### src/rtl/core/imhpq_pkg.sv
`timescale 1ns / 1ps
// ----------------------------------------------------------------------------
// imhpq_pkg: shared types and constants for the indexed min-heap queue
// Item formats, operation and status codes, datapath command/status structs.
// ----------------------------------------------------------------------------
package imhpq_pkg;

    localparam int HEAP_CAPACITY_DEF = 1024;
    localparam int VERTEX_COUNT_DEF  = 1024;
    localparam int KEY_BITS_DEF      = 32;

    localparam int VERTEX_W = 10;
    localparam int DIST_W   = 32;
    localparam int COUNT_W  = 11;

    typedef enum logic [1:0] {
        OP_INSERT   = 2'd0,
        OP_EXTRACT  = 2'd1,
        OP_DECREASE = 2'd2,
        OP_QUERY    = 2'd3
    } t_op;

    typedef enum logic [1:0] {
        ST_OK      = 2'd0,
        ST_EMPTY   = 2'd1,
        ST_FULL    = 2'd2,
        ST_ABSENT  = 2'd3
    } t_status;

    typedef struct packed {
        logic [1:0]          operation;
        logic [VERTEX_W-1:0] vertex;
        logic [DIST_W-1:0]   distance;
    } t_in_item;

    typedef struct packed {
        logic [VERTEX_W-1:0] out_vertex;
        logic [DIST_W-1:0]   out_distance;
        logic                present;
        logic                heap_empty;
        logic [COUNT_W-1:0]  entry_count;
        logic [1:0]          status;
    } t_out_item;

    // datapath micro-operations issued by the controller
    typedef enum logic [3:0] {
        DC_NOP,        // idle
        DC_LATCH,      // capture input item
        DC_VS_RD,      // read slot map at input vertex
        DC_INS_START,  // insert: grow heap, cursor = size-1
        DC_DEC_START,  // decrease: cursor = slot of vertex
        DC_UP_RD,      // read parent entry
        DC_UP_MOVE,    // move parent down to cursor, cursor = parent
        DC_UP_PLACE,   // place held entry at cursor
        DC_EX_RD_ROOT, // read root
        DC_EX_TAKE,    // record root, clear its slot, shrink, read last
        DC_EX_PUT,     // hold = last entry, cursor = 0
        DC_DN_RD_L,    // read left child
        DC_DN_RD_R,    // read right child
        DC_DN_MOVE,    // move best child up, cursor = child
        DC_DN_PLACE    // place held entry at cursor
    } t_dcmd;

    typedef struct packed {
        logic       present;   // vertex in heap (after DC_VS_RD)
        logic       full;
        logic       empty;
        logic       vert_bad;
        logic       at_root;
        logic       up_go;     // held key < parent key
        logic       dn_has_l;
        logic       dn_has_r;
        logic       dn_go;     // a child beats the held key
    } t_dstat;

endpackage

### src/rtl/core/imhpq_ctrl.sv
`timescale 1ns / 1ps
// ----------------------------------------------------------------------------
// imhpq_ctrl: operation sequencer
// Steps the datapath through insert, extract, decrease and query.
// ----------------------------------------------------------------------------
module imhpq_ctrl (
    input  logic              i_clk,
    input  logic              i_rst_n,
    input  logic              i_in_valid,
    input  logic [1:0]        i_op,
    input  imhpq_pkg::t_dstat i_st,
    input  logic              i_out_busy,
    output logic              o_in_stall,
    output imhpq_pkg::t_dcmd  o_cmd,
    output logic              o_done,
    output logic [1:0]        o_status
);
    import imhpq_pkg::*;

    typedef enum logic [3:0] {
        S_IDLE, S_VS, S_DISPATCH, S_UP_RD, S_UP_CHK, S_EX_ROOT, S_EX_TAKE,
        S_EX_PUT, S_DN_L, S_DN_R, S_DN_CHK, S_FINISH
    } t_state;

    t_state      r_state, n_state;
    logic [1:0]  r_op, n_op;
    logic [1:0]  r_status, n_status;
    logic        r_done, n_done;

    assign o_in_stall = (r_state != S_IDLE);
    assign o_done     = r_done;
    assign o_status   = r_status;

    always_comb begin
        n_state  = r_state;
        n_op     = r_op;
        n_status = r_status;
        n_done   = 1'b0;
        o_cmd    = DC_NOP;
        unique case (r_state)
            S_IDLE: begin
                if (i_in_valid) begin
                    o_cmd    = DC_LATCH;
                    n_op     = i_op;
                    n_status = ST_OK;
                    n_state  = S_VS;
                end
            end
            S_VS: begin
                o_cmd   = DC_VS_RD;
                n_state = S_DISPATCH;
            end
            S_DISPATCH: begin
                case (r_op)
                    OP_INSERT: begin
                        if (i_st.vert_bad) begin
                            n_status = ST_ABSENT; n_state = S_FINISH;
                        end else if (i_st.present) begin
                            n_state = S_FINISH;
                        end else if (i_st.full) begin
                            n_status = ST_FULL; n_state = S_FINISH;
                        end else begin
                            o_cmd = DC_INS_START; n_state = S_UP_RD;
                        end
                    end
                    OP_EXTRACT: begin
                        if (i_st.empty) begin
                            n_status = ST_EMPTY; n_state = S_FINISH;
                        end else begin
                            n_state = S_EX_ROOT;
                        end
                    end
                    OP_DECREASE: begin
                        if (!i_st.present) begin
                            n_status = ST_ABSENT; n_state = S_FINISH;
                        end else begin
                            o_cmd = DC_DEC_START; n_state = S_UP_RD;
                        end
                    end
                    default: n_state = S_FINISH;
                endcase
            end
            S_UP_RD: begin
                if (i_st.at_root) begin
                    o_cmd = DC_UP_PLACE; n_state = S_FINISH;
                end else begin
                    o_cmd = DC_UP_RD; n_state = S_UP_CHK;
                end
            end
            S_UP_CHK: begin
                if (i_st.up_go) begin
                    o_cmd = DC_UP_MOVE; n_state = S_UP_RD;
                end else begin
                    o_cmd = DC_UP_PLACE; n_state = S_FINISH;
                end
            end
            S_EX_ROOT: begin
                o_cmd = DC_EX_RD_ROOT; n_state = S_EX_TAKE;
            end
            S_EX_TAKE: begin
                o_cmd = DC_EX_TAKE; n_state = S_EX_PUT;
            end
            S_EX_PUT: begin
                if (i_st.empty) begin
                    n_state = S_FINISH;
                end else begin
                    o_cmd = DC_EX_PUT; n_state = S_DN_L;
                end
            end
            S_DN_L: begin
                if (!i_st.dn_has_l) begin
                    o_cmd = DC_DN_PLACE; n_state = S_FINISH;
                end else begin
                    o_cmd = DC_DN_RD_L; n_state = S_DN_R;
                end
            end
            S_DN_R: begin
                // always issued: keeps the left child, reads the right one if any
                o_cmd   = DC_DN_RD_R;
                n_state = S_DN_CHK;
            end
            S_DN_CHK: begin
                if (i_st.dn_go) begin
                    o_cmd = DC_DN_MOVE; n_state = S_DN_L;
                end else begin
                    o_cmd = DC_DN_PLACE; n_state = S_FINISH;
                end
            end
            S_FINISH: begin
                if (!i_out_busy) begin
                    n_done = 1'b1; n_state = S_IDLE;
                end
            end
            default: n_state = S_IDLE;
        endcase
    end

    always_ff @(posedge i_clk) begin
        if (!i_rst_n) begin
            r_state  <= S_IDLE;
            r_op     <= OP_INSERT;
            r_status <= ST_OK;
            r_done   <= 1'b0;
        end else begin
            r_state  <= n_state;
            r_op     <= n_op;
            r_status <= n_status;
            r_done   <= n_done;
        end
    end

endmodule

### config.mk
export PLATFORM = sky130hd
export DESIGN_NAME = imhpq_ctrl
export DESIGN_NICKNAME = d
export VERILOG_FILES = /design/src/rtl/core/imhpq_pkg.sv /design/src/rtl/core/imhpq_ctrl.sv
export SDC_FILE = /design/constraint.sdc
export NUM_CORES = 1
export LEC_CHECK = 0
export BUFFER_PORTS_ARGS = -buffer_cell sky130_fd_sc_hd__clkbuf_2
export CAP_MARGIN = 20
export CORE_MARGIN = 2
export CORE_UTILIZATION = 55
export CTS_BUF_LIST = sky130_fd_sc_hd__clkbuf_4
export CTS_CLUSTER_SIZE = 24
export DETAILED_ROUTE_END_ITERATION = 8
export PLACE_DENSITY = 0.82
export SYNTH_ARGS = -nofsm -noshare
export SYNTH_HDL_FRONTEND = slang
export SYNTH_SLANG_ARGS = --single-unit
### constraint.sdc
create_clock -name i_clk -period 2.2 [get_ports i_clk]
set_clock_uncertainty 0.05 [all_clocks]
set_input_delay 0.11 -clock i_clk [delete_from_list [all_inputs] [get_ports i_clk]]
set_output_delay 0.11 -clock i_clk [all_outputs]
set_load 0.005 [all_outputs]
# Word level (Yosys, flattened, before mapping)
# Cells that the tools add are included.
[totals] out_inout_bits=8 inputBits=15 reg_bits=9 wordCells=67
[classes] muxes=35 n_reduce_logical=8 eq_ne=20
[op_table] operator="one-hot mux 4 bit (12 select lines)" count=1
[op_table] operator="one-hot mux 4 bit (11 select lines)" count=1
[op_table] operator="two-way mux 4 bit" count=10
[op_table] operator="two-way mux 2 bit" count=14
[op_table] operator="== test 4 x 3 -> 1 bit (second input constant)" count=4
[op_table] operator="== test 4 bit (second input constant)" count=4
[op_table] operator="one-hot mux 4 bit (3 select lines)" count=1
[op_table] operator="== test 4 x 2 -> 1 bit (second input constant)" count=2
[op_table] operator="!= test 4 bit (second input constant)" count=2
[op_table] operator="AND reduction 7 bit" count=1
[op_table] operator="two-way mux 3 bit" count=2
[op_table] operator="!= test 3 bit (second input constant)" count=2
[op_table] operator="one-hot mux 2 bit (3 select lines)" count=1
[op_table] operator="one-hot mux 3 bit (2 select lines)" count=1
[op_table] operator="AND reduction 2 bit" count=3
[op_table] operator="== test 4 x 1 -> 1 bit (second input constant)" count=1
[op_table] operator="logical NOT 4 bit" count=1
[op_table] operator="!= test 2 bit (second input constant)" count=2
[op_table] operator="!= test 4 x 2 -> 1 bit (second input constant)" count=1
[op_table] operator="one-hot mux 2 bit (2 select lines)" count=1
[op_table] operator="nonzero test 4 bit" count=1
[op_table] operator="two-way mux 1 bit" count=3
[op_table] operator="== test 2 x 1 -> 1 bit (second input constant)" count=1
[op_table] operator="== test 2 bit (second input constant)" count=1
[op_table] operator="2 further kinds" count=2

# Depth between registers and ports, before layout
[logic_depth] ltp_word=5 depth_mapped=6 ltp_nobuf=6

# Least setup slack after synthesis
# No wires, ideal clock.
[synth_path] path_kind="reg-to-reg" startpoint="register r_op[1]" endpoint="register r_state[1]" required_ns=2.030 path_slack_ns=0.701 path_buffers=0 synth_period_minus_slack_ns=1.499 path_stages_with_launch=7 t_arrival_ns=1.329 setup_time_ns=0.120 cell_sequence="dfxtp_1 > inv_1 > ha_1 > a21oi_1 > nor4b_1 > o32ai_1 > o31a_1"
[synth_between] elab_chain_len=3 word_cells_on_any_way=5 cone_classes="eq/ne (2); mux (2); reduce/logical (1)"
[synth_lines] element="from (decl)" line_no="imhpq_ctrl.sv:26" source="logic [1:0] r_op, n_op;"
[synth_lines] element="from (signal assigned)" line_no="imhpq_ctrl.sv:146" source="r_op <= n_op;"
[synth_lines] element="== test 2 bit (tied with other cells)" line_no="imhpq_ctrl.sv:54" source="case (r_op)"
[synth_lines] element="one-hot mux 4 bit (3 select lines) (*)" line_no="imhpq_ctrl.sv:54"
[synth_lines] element="one-hot mux 4 bit (12 select lines) (*)" line_no="imhpq_ctrl.sv:40" source="unique case (r_state)"
[synth_lines] element="to (signal assigned)" line_no="imhpq_ctrl.sv:145" source="r_state <= n_state;"
[synth_lines] element="to (decl)" line_no="imhpq_ctrl.sv:25" source="t_state r_state, n_state;"
# Mark *: on every way between the ends. The rest lies on a longest branch, timed or not.
# A chain may end at the register's enable or synchronous reset.

# Final worst setup path
[layout_path] startpoint="register r_state[3]" endpoint="output port o_cmd[0]"
[layout_between] elab_chain_len=2 word_cells_on_any_way=12 cone_classes="eq/ne (10); mux (1); reduce/logical (1)"
[layout_lines] element="== test 4 bit (tied with other cells)" line_no="imhpq_ctrl.sv:40"
[layout_lines] element="one-hot mux 4 bit (11 select lines) (*)" line_no="imhpq_ctrl.sv:40"
[layout_lines] element="to (decl)" line_no="imhpq_ctrl.sv:14" source="output imhpq_pkg::t_dcmd o_cmd,"
# Marks and branches as above.

==> flow_metrics.py <==
metrics = {
    "pwr": {
        "p_leak_nw": 0.4441,
        "clkPwrFrac": 0.107,
        "seq_power_share": 0.272,
        "vdd_ir_drop_max_uv": 950.5,
        "switching_power_uw": 565.9,
        "power_density_nw_per_um2": 1212,
        "p_int_uw": 679.6,
        "switching_share": 0.4544,
        "comb_power_share": 0.621,
    },
    "die": {
        "start_util": 0.5952,
        "num_io_pins": 23,
        "core_sq_um": 1524,
        "dieArea_sq_um": 1990,
        "die_w_microns": 44.61,
        "rows": 14,
        "die_y_microns": 44.61,
    },
    "logic_synthesis": {
        "synth.avg_cell_area_sq_um": 7.435,
        "async_reset_ff_frac": 0,
        "synthesis.area_sq_um": 907.1,
        "synth_nets": 142,
        "ys.flop_type": "dfxtp_1",
        "yosysUniqueCellTypes": 40,
        "synth-seq-cells": 9,
        "yosysTopAreaCell": "dfxtp_1",
        "synth-edff-count": 0,
        "synth_common_cells": "10 x nand2_1, 10 x nor2_1, 9 x a21oi_1, 9 x dfxtp_1, 8 x nor2b_1",
        "yosysSeqAreaShare": 0.1986,
        "synth.area.top_cells": "dfxtp_1 20%, ha_1 6.9%, nor2b_1 5.5%",
        "syn_inst": 122,
        "yosys_warnings": 0,
        "yosys.area.top_type_share": 0.1986,
    },
    "global_routing": {
        "met1_usage": 0.3325,
        "grt_pass1_vias": 868,
        "track_usage": 0.2456,
        "antenna_found_initial": 0,
        "met2_usage": 0.3971,
        "grt-ovfl-total": 0,
        "grt_max_degree": 23,
        "grt_busiest_layer": "met2",
        "grt_util_met3": 0.01633,
        "grt_first_pass_wirelength_mm": 3.657,
    },
    "status": {
        "status": "finished, final reports clean",
    },
    "hold_path": {
        "hold_class": "in -> reg",
    },
    "detailed_routing": {
        "firstDrtPassIters": 4,
        "ant_nets": 0,
        "viasPerCell": 6.178,
        "vias": 970,
        "drc": 0,
        "wire_per_inst_microns": 14.01,
        "initialDrtViolationCount": 20,
        "wirelength_mm": 2.200,
    },
    "worst_setup_path": {
        "startpoint_type": "register",
        "cp_max_fo": 22,
        "cp_top_family": "flip-flops",
        "crit_type": "reg -> out",
        "path_cells": "or4b_4, nor2_1, or3_1, clkbuf_2",
        "end_kind": "output port",
        "cp_slowest_cell": "dfxtp_1",
        "required_ns": 2.04,
        "cp.arrival_ns": 1.83,
        "slowest_delay_ns": 0.74,
        "worst-path-buf-inv": 1,
    },
    "final_layout": {
        "finish.utilization": 0.6741,
        "fillers": 133,
        "antenna_cells": 0,
        "syn_to_final_growth_pct": 13.24,
        "fin_nets": 162,
        "drive_gt1_frac": 0.2270,
    },
    "placement": {
        "pre_cts_ws_ns": 0.5163,
        "portBuffers": 21,
        "place_congestion": 0.8013,
        "dp_hpwl_mm": 1.612,
    },
    "timing": {
        "hold_viol": 0,
        "fin_crit_sh": 0.9037,
        "period_needed_ns": 1.988,
        "relSlewSlack": 0.5527,
        "timing.final.max_slew_violations": 0,
        "grt_setup_unrepaired": "no",
        "setup_viol": 0,
        "fin_tns_setup_ns": 0,
        "tightest_slew_ns": 0.6700,
        "setup_ws_ns": 0.2118,
        "fmax_mhz": 503.0,
    },
    "cts": {
        "clock_sinks": 9,
        "cts_setup_buffers": 0,
        "clock_latency_ns": 0.26,
        "ctsResizeCount": 0,
        "hold_buffers": 0,
        "cts_tree": "yes",
        "clock-root-buffer": "clkbuf_4",
        "htreeDepth": 1,
        "clk_pin_slew_ns": 0.05,
        "cts_buffers": 3,
        "clock_path_buffers": 2,
    },
    "job": {
        "max-cap-violations": 0,
    },
}
-- layer usage --
metal  wire, microns  part of all wire
met1            1004              0.46
met2            1052              0.48
met3             100             0.045
met4              42             0.019
met5               0                 0
-- kinds of logic after synthesis --
group	after synthesis	share of synthesized area
xor gates and xnor gates	1	0.009657
AOI/OAI and AO/OA	33	0.2428
DFF	9	0.1986
buffers and inverters	13	0.08000
muxes	5	0.05655
adders and majority gates	5	0.06897
and+or+nand+nor	56	0.3435
-- final timing paths --
kind	endpoint	slack [ns]	depth (start not counted)	from
worst min register to register	o_status[0]$_SDFFE_PN0P_	0.44	2	o_status[0]$_SDFFE_PN0P_
worst max-delay path	o_cmd[0]	0.21	4	r_state[3]$_SDFFE_PN0P_
worst max register to register	o_status[1]$_SDFFE_PN0P_	0.48	6	r_op[0]$_SDFFE_PN0P_
worst min-delay path	o_done$_SDFF_PN0_	0.02	2	i_out_busy
-- cell usage in the layout, fill, tap and decap left out, types with 2 or more instances in the layout --
cell / netlist / final
nor2_1: 10 / 10
or2_2: 2 / 2
nor2b_1: 8 / 8
clkbuf_4: 0 / 4
nor3b_1: 2 / 2
nor4b_1: 2 / 2
nand2_1: 10 / 10
o32ai_1: 2 / 2
mux2i_1: 4 / 4
buf_4: 1 / 3
o22ai_1: 2 / 2
dfxtp_1: 9 / 9
clkbuf_2: 0 / 21
ha_1: 5 / 5
a21oi_1: 9 / 9
o21a_1: 3 / 3
o31a_1: 2 / 2
inv_1: 4 / 4
nand2b_1: 6 / 6
or3_1: 4 / 4
o21ai_0: 7 / 7
nor3_1: 5 / 5
-- power by group through the flow --
| stage | sequential, mW | clock [mW] | combinational, mW |
|---|---|---|---|
| after floorplan | 0.251 | 0 | 0.666 |
| after global placement | 0.330 | 0 | 0.735 |
| after detailed placement | 0.338 | 0 | 0.758 |
| after CTS | 0.334 | 0.138 | 0.762 |
| after global routing | 0.358 | 0.152 | 0.859 |
| final | 0.339 | 0.133 | 0.773 |
-- registers in the layout, indices dropped and copies added (netlist names) --
name	count
r_state	4
o_status	2
o_done	1
r_op	2
-- through the flow --
stage / cells / area (sq um) / hold slack (ns) / total power [mW]
finish: 157 / 1027 / 0.01666 / 1.245
global route: 157 / 1027 / 0.02288 / 1.369
CTS: 157 / 1027 / 0.008812 / 1.235
detailed placement: 153 / 997.2 / 0.2802 / 1.096
global placement: 153 / 997.2 / 0.2783 / 1.065
floorplan: 122 / 907.1 / 0.1363 / 0.9174
-- layout make-up --
class                           instances  area, sq um  area share
Clock buffer                            4        30.03     0.02923
Inverter                                4        15.01     0.01462
Multi-Input combinational cell        100        654.4      0.6370
Sequential cell                         9        180.2      0.1754
Tap cell                               16        20.02     0.01949
Timing Repair Buffer                   24        127.6      0.1242
(Power assumes the default switching activity.)
